File: src/rtl/input_event_to_cursor_defines.svh
// Assertion macros for the input event to cursor block.
// Included by the top-level RTL file, which carries the concurrent checks; no other dependencies.
`ifndef INPUT_EVENT_TO_CURSOR_DEFINES_SVH
`define INPUT_EVENT_TO_CURSOR_DEFINES_SVH

`ifndef SYNTHESIS
// Check a property on every rising clk_i edge, off while rst_ni is low.
`define IEC_ASSERT(lbl, prop) \
  lbl: assert property (@(posedge clk_i) disable iff (!rst_ni) prop) \
    else $error("iec assertion failed");
// Same check written as antecedent and consequent in the same cycle.
`define IEC_ASSERT_IMPL(lbl, ante, cons) \
  lbl: assert property (@(posedge clk_i) disable iff (!rst_ni) (ante) |-> (cons)) \
    else $error("iec implication failed");
`else
`define IEC_ASSERT(lbl, prop)
`define IEC_ASSERT_IMPL(lbl, ante, cons)
`endif

`endif

File: src/rtl/iec_pkg.sv
// Shared types, codes and helpers of the input event to cursor block.
// No dependencies; imported by iec_core and input_event_to_cursor.
package iec_pkg;

  localparam int COORD_BITS      = 12;
  localparam int SIZE_W          = COORD_BITS + 1;
  localparam int TABLET_BITS_DEF = 15;
  localparam int BTN_W           = 3;
  localparam int KEY_W           = 8;

  localparam logic [SIZE_W-1:0] DEFAULT_W = SIZE_W'(1024);
  localparam logic [SIZE_W-1:0] DEFAULT_H = SIZE_W'(768);
  localparam logic [SIZE_W-1:0] SIZE_MAX  = SIZE_W'(1 << COORD_BITS);
  localparam logic [SIZE_W-1:0] SIZE_MIN  = SIZE_W'(1);

  localparam logic [COORD_BITS-1:0] POS_X_RESET = COORD_BITS'(1024 / 2);
  localparam logic [COORD_BITS-1:0] POS_Y_RESET = COORD_BITS'(768 / 2);

  typedef enum logic [15:0] {
    EVT_SYN = 16'd0,
    EVT_KEY = 16'd1,
    EVT_REL = 16'd2,
    EVT_ABS = 16'd3
  } iec_evt_e;

  localparam logic [15:0] AXIS_X      = 16'd0;
  localparam logic [15:0] AXIS_Y      = 16'd1;
  localparam logic [15:0] SYN_REPORT  = 16'd0;
  localparam logic [15:0] CODE_LEFT   = 16'h110;
  localparam logic [15:0] CODE_RIGHT  = 16'h111;
  localparam logic [15:0] CODE_MIDDLE = 16'h112;

  localparam logic [BTN_W-1:0] BIT_LEFT   = 3'b001;
  localparam logic [BTN_W-1:0] BIT_MIDDLE = 3'b010;
  localparam logic [BTN_W-1:0] BIT_RIGHT  = 3'b100;

  typedef enum logic [0:0] {
    KIND_REPORT = 1'b0,
    KIND_KEY    = 1'b1
  } iec_kind_e;

  typedef enum logic [1:0] {
    CFG_WIDTH  = 2'd0,
    CFG_HEIGHT = 2'd1
  } iec_cfg_e;

  typedef struct packed {
    logic [COORD_BITS-1:0] pos_x;
    logic [COORD_BITS-1:0] pos_y;
    logic [BTN_W-1:0]      buttons;
    logic                  move_pending;
  } iec_state_t;

  typedef struct packed {
    iec_kind_e             kind;
    logic [COORD_BITS-1:0] cursor_x;
    logic [COORD_BITS-1:0] cursor_y;
    logic [BTN_W-1:0]      buttons;
    logic [KEY_W-1:0]      key_code;
    logic                  key_pressed;
  } iec_result_t;

  // Zero acts as one pixel, anything above the coordinate range is capped.
  function automatic logic [SIZE_W-1:0] eff_size(input logic [SIZE_W-1:0] raw);
    logic [SIZE_W-1:0] s;
    s = raw;
    if (raw == '0) begin
      s = SIZE_MIN;
    end else if (raw > SIZE_MAX) begin
      s = SIZE_MAX;
    end
    return s;
  endfunction

endpackage

File: src/rtl/iec_core.sv
// Event decode and cursor update for one registered event.
// Depends on iec_pkg; instantiated by input_event_to_cursor.
module iec_core import iec_pkg::*; #(
  parameter int TABLET_BITS = TABLET_BITS_DEF
) (
  input  logic [15:0]       event_type_i,
  input  logic [15:0]       event_code_i,
  input  logic [31:0]       event_value_i,
  input  logic [SIZE_W-1:0] width_i,
  input  logic [SIZE_W-1:0] height_i,
  input  iec_state_t        state_i,
  output iec_state_t        state_o,
  output logic              has_result_o,
  output iec_result_t       result_o
);

  localparam int PROD_W = TABLET_BITS + SIZE_W;
  localparam int SUM_W  = 34;
  localparam logic [TABLET_BITS-1:0] ABS_SAT_LIMIT = '1;

  logic [SIZE_W-1:0]      w_eff, h_eff, size_sel;
  logic [COORD_BITS-1:0]  pos_sel;
  logic [TABLET_BITS-1:0] abs_sat;
  logic [PROD_W-1:0]      prod;
  logic [COORD_BITS-1:0]  abs_pos;
  logic [SUM_W-1:0]       rel_sum;
  logic [COORD_BITS-1:0]  rel_pos;
  logic [SIZE_W-1:0]      size_m1;
  logic                   press;
  logic                   do_report;
  logic [BTN_W-1:0]       btn_bit;

  assign w_eff    = eff_size(width_i);
  assign h_eff    = eff_size(height_i);
  assign size_sel = (event_code_i == AXIS_Y) ? h_eff : w_eff;
  assign pos_sel  = (event_code_i == AXIS_Y) ? state_i.pos_y : state_i.pos_x;
  assign size_m1  = size_sel - SIZE_W'(1);

  // Saturate to the tablet maximum, then scale to the screen.
  assign abs_sat = (|event_value_i[31:TABLET_BITS]) ? ABS_SAT_LIMIT
                                                     : event_value_i[TABLET_BITS-1:0];
  assign prod    = {{SIZE_W{1'b0}}, abs_sat} * {{TABLET_BITS{1'b0}}, size_sel};
  assign abs_pos = prod[TABLET_BITS +: COORD_BITS];

  // Signed delta add, clamp to [0, size-1].
  assign rel_sum = {{(SUM_W-COORD_BITS){1'b0}}, pos_sel}
                 + {{(SUM_W-32){event_value_i[31]}}, event_value_i};

  always_comb begin
    if (rel_sum[SUM_W-1]) begin
      rel_pos = '0;
    end else if (rel_sum[SUM_W-2:0] >= {{(SUM_W-1-SIZE_W){1'b0}}, size_sel}) begin
      rel_pos = size_m1[COORD_BITS-1:0];
    end else begin
      rel_pos = rel_sum[COORD_BITS-1:0];
    end
  end

  assign press = |event_value_i;

  always_comb begin
    case (event_code_i)
      CODE_LEFT:   btn_bit = BIT_LEFT;
      CODE_MIDDLE: btn_bit = BIT_MIDDLE;
      CODE_RIGHT:  btn_bit = BIT_RIGHT;
      default:     btn_bit = '0;
    endcase
  end

  always_comb begin
    state_o      = state_i;
    has_result_o = 1'b0;
    do_report    = 1'b0;
    result_o     = '0;
    case (event_type_i)
      EVT_REL: begin
        if (event_code_i == AXIS_X) begin
          state_o.pos_x        = rel_pos;
          state_o.move_pending = 1'b1;
        end else if (event_code_i == AXIS_Y) begin
          state_o.pos_y        = rel_pos;
          state_o.move_pending = 1'b1;
        end
      end
      EVT_ABS: begin
        if (event_code_i == AXIS_X) begin
          state_o.pos_x = abs_pos;
        end else if (event_code_i == AXIS_Y) begin
          state_o.pos_y = abs_pos;
        end
        do_report = 1'b1;
      end
      EVT_KEY: begin
        if (btn_bit != '0) begin
          state_o.buttons = press ? (state_i.buttons | btn_bit)
                                  : (state_i.buttons & ~btn_bit);
        end else if (event_code_i[15:KEY_W] == '0) begin
          has_result_o         = 1'b1;
          result_o.kind        = KIND_KEY;
          result_o.key_code    = event_code_i[KEY_W-1:0];
          result_o.key_pressed = press;
        end
      end
      EVT_SYN: begin
        if (event_code_i == SYN_REPORT && state_i.move_pending) begin
          state_o.move_pending = 1'b0;
          do_report            = 1'b1;
        end
      end
      default: ;
    endcase
    // Report the position as it stands after this event.
    if (do_report) begin
      has_result_o      = 1'b1;
      result_o.kind     = KIND_REPORT;
      result_o.cursor_x = state_o.pos_x;
      result_o.cursor_y = state_o.pos_y;
      result_o.buttons  = state_o.buttons;
    end
  end

endmodule

File: src/rtl/input_event_to_cursor.sv
// Top level of the input event to cursor block: input register, state, result register.
// Depends on iec_pkg, iec_core and input_event_to_cursor_defines.svh.
//
// Takes one input event per cycle while in_ready_o is high, and keeps cursor position,
// held buttons and a pending-move flag. An accepted event sits in the input register
// until it retires; there iec_core updates the state and forms at most one result.
// The result is registered in the result register as the event retires, so the input
// and result registers lie between an event's transfer and its result's transfer.
// Throughput is one event per cycle while in_ready_o is high, set by the single
// input-to-result register pass with one shared multiplier and one 34-bit add and a
// compare. A result that is not taken stalls the input only when the next event also
// produces a result; events with no result keep flowing. The user must write screen
// size through the cfg port only while the block is idle; the block does not enforce it.
`include "input_event_to_cursor_defines.svh"

module input_event_to_cursor import iec_pkg::*; #(
  parameter int TABLET_BITS = TABLET_BITS_DEF
) (
  input  logic                  clk_i,
  input  logic                  rst_ni,
  input  logic                  cfg_we_i,
  input  logic [1:0]            cfg_idx_i,
  input  logic [SIZE_W-1:0]     cfg_wdata_i,
  input  logic                  in_valid_i,
  output logic                  in_ready_o,
  input  logic [15:0]           event_type_i,
  input  logic [15:0]           event_code_i,
  input  logic [31:0]           event_value_i,
  output logic                  out_valid_o,
  input  logic                  out_ready_i,
  output logic                  result_kind_o,
  output logic [COORD_BITS-1:0] cursor_x_o,
  output logic [COORD_BITS-1:0] cursor_y_o,
  output logic [BTN_W-1:0]      button_bits_o,
  output logic [KEY_W-1:0]      key_code_o,
  output logic                  key_pressed_o
);

  localparam iec_state_t STATE_RESET = '{
    pos_x:        POS_X_RESET,
    pos_y:        POS_Y_RESET,
    buttons:      '0,
    move_pending: 1'b0
  };

  logic [SIZE_W-1:0] width_q, height_q;
  logic              s1_valid_q, s1_valid_d;
  logic [15:0]       s1_type_q, s1_code_q;
  logic [31:0]       s1_value_q;
  iec_state_t        state_q, state_d;
  logic              has_result;
  iec_result_t       result_d, out_q;
  logic              out_valid_q, out_valid_d;
  logic              out_free, proc, in_xfer;

  // Configuration registers.
  always_ff @(posedge clk_i or negedge rst_ni) begin
    if (!rst_ni) begin
      width_q  <= DEFAULT_W;
      height_q <= DEFAULT_H;
    end else if (cfg_we_i) begin
      unique case (cfg_idx_i)
        CFG_WIDTH:  width_q  <= cfg_wdata_i;
        CFG_HEIGHT: height_q <= cfg_wdata_i;
        default: ;
      endcase
    end
  end

  iec_core #(
    .TABLET_BITS(TABLET_BITS)
  ) u_core (
    .event_type_i (s1_type_q),
    .event_code_i (s1_code_q),
    .event_value_i(s1_value_q),
    .width_i      (width_q),
    .height_i     (height_q),
    .state_i      (state_q),
    .state_o      (state_d),
    .has_result_o (has_result),
    .result_o     (result_d)
  );

  // Retire the held event unless its result has nowhere to go.
  assign out_free   = !out_valid_q || out_ready_i;
  assign proc       = s1_valid_q && (out_free || !has_result);
  assign in_ready_o = !s1_valid_q || proc;
  assign in_xfer    = in_valid_i && in_ready_o;

  always_comb begin
    s1_valid_d = s1_valid_q;
    if (in_xfer) begin
      s1_valid_d = 1'b1;
    end else if (proc) begin
      s1_valid_d = 1'b0;
    end
  end

  always_comb begin
    out_valid_d = out_valid_q;
    if (proc && has_result) begin
      out_valid_d = 1'b1;
    end else if (out_ready_i) begin
      out_valid_d = 1'b0;
    end
  end

  always_ff @(posedge clk_i or negedge rst_ni) begin
    if (!rst_ni) begin
      s1_valid_q  <= 1'b0;
      out_valid_q <= 1'b0;
      state_q     <= STATE_RESET;
    end else begin
      s1_valid_q  <= s1_valid_d;
      out_valid_q <= out_valid_d;
      if (proc) begin
        state_q <= state_d;
      end
    end
  end

  always_ff @(posedge clk_i) begin
    if (in_xfer) begin
      s1_type_q  <= event_type_i;
      s1_code_q  <= event_code_i;
      s1_value_q <= event_value_i;
    end
    if (proc && has_result) begin
      out_q <= result_d;
    end
  end

  assign out_valid_o   = out_valid_q;
  assign result_kind_o = out_q.kind;
  assign cursor_x_o    = out_q.cursor_x;
  assign cursor_y_o    = out_q.cursor_y;
  assign button_bits_o = out_q.buttons;
  assign key_code_o    = out_q.key_code;
  assign key_pressed_o = out_q.key_pressed;

  `IEC_ASSERT_IMPL(a_key_clean, out_valid_q && out_q.kind == KIND_KEY,
                   out_q.cursor_x == '0 && out_q.cursor_y == '0 && out_q.buttons == '0)
  `IEC_ASSERT_IMPL(a_report_clean, out_valid_q && out_q.kind == KIND_REPORT,
                   out_q.key_code == '0 && !out_q.key_pressed)
  `IEC_ASSERT_IMPL(a_stall_holds, !in_ready_o, s1_valid_q && out_valid_q && !out_ready_i)
  `IEC_ASSERT(a_sync_clears, (proc && s1_type_q == EVT_SYN && s1_code_q == SYN_REPORT)
              |=> !state_q.move_pending)
  `IEC_ASSERT(a_rel_sets, (proc && s1_type_q == EVT_REL
              && (s1_code_q == AXIS_X || s1_code_q == AXIS_Y)) |=> state_q.move_pending)

endmodule
File: config.mk
export PLATFORM = sky130hd
export DESIGN_NAME = input_event_to_cursor
export DESIGN_NICKNAME = d
export VERILOG_FILES = /design/src/rtl/iec_pkg.sv /design/src/rtl/iec_core.sv /design/src/rtl/input_event_to_cursor.sv
export VERILOG_INCLUDE_DIRS = /design/src /design/src/rtl
export SDC_FILE = /design/constraint.sdc
export NUM_CORES = 1
export LEC_CHECK = 0
export BUFFER_PORTS_ARGS = -buffer_cell sky130_fd_sc_hd__buf_4
export CAP_MARGIN = 20
export CELL_PAD_IN_SITES_DETAIL_PLACEMENT = 1
export CELL_PAD_IN_SITES_GLOBAL_PLACEMENT = 2
export CORE_AREA = 2 2 196 198
export CTS_CLUSTER_SIZE = 10
export DETAILED_ROUTE_END_ITERATION = 8
export DIE_AREA = 0 0 198 200
export PLACE_DENSITY = 0.86
export SYNTH_ARGS = -nofsm -noshare
export SYNTH_HDL_FRONTEND = slang
export SYNTH_SLANG_ARGS = --single-unit
File: constraint.sdc
create_clock -name clk_i -period 8.2 [get_ports clk_i]
set_clock_uncertainty 0.05 [all_clocks]
set_input_delay 1.23 -clock clk_i [delete_from_list [all_inputs] [get_ports clk_i]]
set_output_delay 1.23 -clock clk_i [all_outputs]
set_load 0.03 [all_outputs]
==> metrics.yaml <==
crit_path_frequent_cell: "fa_1"
num_rows: 71
crit_path_max_fanout: 9
num_vias: 12000
drive_above_1_share_pct: 17.1
worst_ep_arrival_time_ns: 8.03
numCtsBuffers: 17
core-area_mm2: 0.0374
start_util_pct: 38.6
diodes: 0
die_y_um: 200
drt_iter0_drc: 726
cp_slowest_stage_delay_ns: 0.56
die-area_mm2: 0.0396
setup_viol: 0
tritoncts: "done"
synth_edf_count: 101
grt_pass1_vias: 13300
cp_num_buf_inv: 6
synth_seq_area_share_pct: 30.8
end_kind: "register"
htreeDepth: 4
syn_to_final_growth_pct: 17.0
synthesis.area_mm2: 0.0144
drt-total-wl_mm: 48.3
grt_use_total_pct: 25.3
start_kind: "register"
timing.hold.ws_ns: 0.435
synth_cell_types: 73
path_delay_family: "adder cells"
criticalPathCategory: "reg2reg"
synth-main-ff-cell: "edfxtp_1"
worst_slew_pin_slew_ns: 1.11
run_status: "finished, final reports clean"
syn-num-nets: 1853
clock_latency_ns: 0.45
synth-seq-cells: 157
clock_sinks: 157
ys_warn_count: 0
grt_max_degree: 57
nets: 1989
grt.overflow.total: 0
grt_pass1_wl_mm: 75.2
die_width_um: 198
clockBufferDepth: 2
timing.fmax_mhz: 127
ant_nets: 0
post_drt_wl_per_cell_um: 22.0
antenna_found_initial: 0
syn_avg_cell_area_um2: 9.40
fin_crit_ns: 7.88
slew-limit-headroom_pct: 26.3
drv_slew: 0
io_buffers: 122
hold_viol: 0
synth-async-reset-ratio_pct: 35.7
cts-root-buf: "clkbuf_16"
drc: 0
cp_slowest_cell: "or4b_1"
dpl.hpwl_mm: 38.7
hold_class: "reg2reg"
routed_via_density: 5.46
finalCritPeriodShare_pct: 96.1
syn_inst: 1535
worstPathRequired_ns: 8.35
drtPass1Iterations: 5
gp_congestion: 0.916
clk_pin_slew_ns: 0.07
io_pins: 123
maxCapViolations: 0
==> tightest hold or removal path, cell delays in order, from the launching register on <==
cell	delay [ns]
dfrtp_1	0.35
nand2_1	0.05
o21ai_0	0.06
==> routing by layer <==
metal | vias up | part of all wire (%) | GRT usage [%]
li1 | 5417 | - | -
met1 | 6153 | 42 | 31.1
met2 | 321 | 50 | 44.1
met3 | 102 | 4.3 | 3.95
met4 | 0 | 4.2 | 11.3
met5 | - | 0 | 0
==> flip-flops by register name, indices dropped and copies added (netlist names), 3 cells and up <==
name and cells:
button_bits_o 3, cursor_x_o 12, cursor_y_o 12, height_q 13, key_code_o 8, s1_code_q 16, s1_type_q 16, s1_value_q 32
state_q 28, width_q 13
==> cell families after synthesis <==
group | count (synthesis) | share of synthesized area (%)
buffers and inverters | 282 | 7.38
and+or+nand+nor | 546 | 17.4
DFF | 157 | 30.8
xor gates and xnor gates | 40 | 2.48
AOI/OAI and AO/OA | 235 | 11.1
muxes | 41 | 3.14
adders and majority gates | 234 | 27.7
==> layout by cell type (no fill, tap or decap), types with 15 or more instances in the layout <==
| master | count |
|---|---|
| a21o_1 | 20 |
| a21oi_1 | 41 |
| and2_1 | 16 |
| buf_4 | 179 |
| clkbuf_16 | 17 |
| dfrtp_1 | 50 |
| edfxtp_1 | 101 |
| fa_1 | 142 |
| ha_1 | 92 |
| inv_1 | 213 |
| mux2_2 | 30 |
| nand2_1 | 209 |
| nand2b_1 | 16 |
| nand4_1 | 26 |
| nor2_1 | 150 |
| nor3_1 | 21 |
| nor4_1 | 15 |
| o21ai_0 | 55 |
| or3_1 | 24 |
| xnor2_1 | 28 |
==> Yosys cell counts, drive strengths merged (5+ instances only) <==
library cell,instances,area share [%]
o211ai,13,0.68
or4,5,0.29
nor2,155,4.0
a2111oi,6,0.36
xor2,11,0.67
dfstp,6,1.1
ha,92,8.0
nor4,17,0.74
a211oi,7,0.45
a22oi,10,0.52
inv,215,5.6
a21oi,43,1.5
and3,6,0.26
dfrtp,50,8.7
and2,18,0.78
xnor2,29,1.8
nand4,26,1.1
buf,8,0.25
a31oi,7,0.35
nand3,13,0.45
a211o,8,0.49
nand2b,16,0.69
or3,24,1.0
o21bai,5,0.26
a21boi,6,0.31
nor2b,6,0.26
a21o,20,1.0
a22o,13,0.79
nand2,209,5.4
mux2,31,2.4
nor3,24,0.90
mux2i,10,0.72
o31ai,7,0.46
clkbuf,56,1.5
edfxtp,101,21
o21ai,62,2.2
or2,12,0.52
fa,142,20
==> final timing paths <==
path                               from        endpoint  slack, ns  cells after the start
max                        s1_code_q[3]  cursor_y_o[11]       0.32                     28
max reg2reg                s1_code_q[3]  cursor_y_o[11]       0.32                     28
max in group asynchronous        rst_ni     state_q[23]       6.78                      1
min in group asynchronous        rst_ni      width_q[4]       0.80                      1
min reg2reg                  state_q[1]      state_q[1]       0.44                      2
min                          state_q[1]      state_q[1]       0.44                      2
==> stage by stage <==
step           setup WS [ns]  area [µm²]  TNS [ns]  cells  utilization [%]
4_1_cts                0.123       16800         0   2190             44.8
2_1_floorplan          0.659       14400         0   1535                -
6_report               0.320       16900         0   2195             45.1
3_5_place_dp           0.155       16200         0   2158             43.2
5_1_grt             -0.00447       16900  -0.00447   2195             45.1
3_3_place_gp           0.394       16200         0   2158             43.2
==> final cells by class <==
type / instances / area [µm²]
inverters: 218 / 821
clock buffers: 17 / 425
repair buffers: 181 / 1380
well taps: 511 / 639
fillers: 4324 / 20500
clock inverters: 15 / 183
multi-input cells: 1096 / 8990
flip-flops and latches: 157 / 4440
==> timing repair <==
| action | 4_1_cts | 5_1_grt |
|---|---|---|
| hold buffers | 0 | 0 |
| setup buffers | 0 | 1 |
| endpoints found under the setup margin | 0 | 25 |
| gates resized for setup | 0 | 15 |
Power is not shown: default switching activity piles up to over one toggle a cycle in this logic, so the estimate is an artifact.
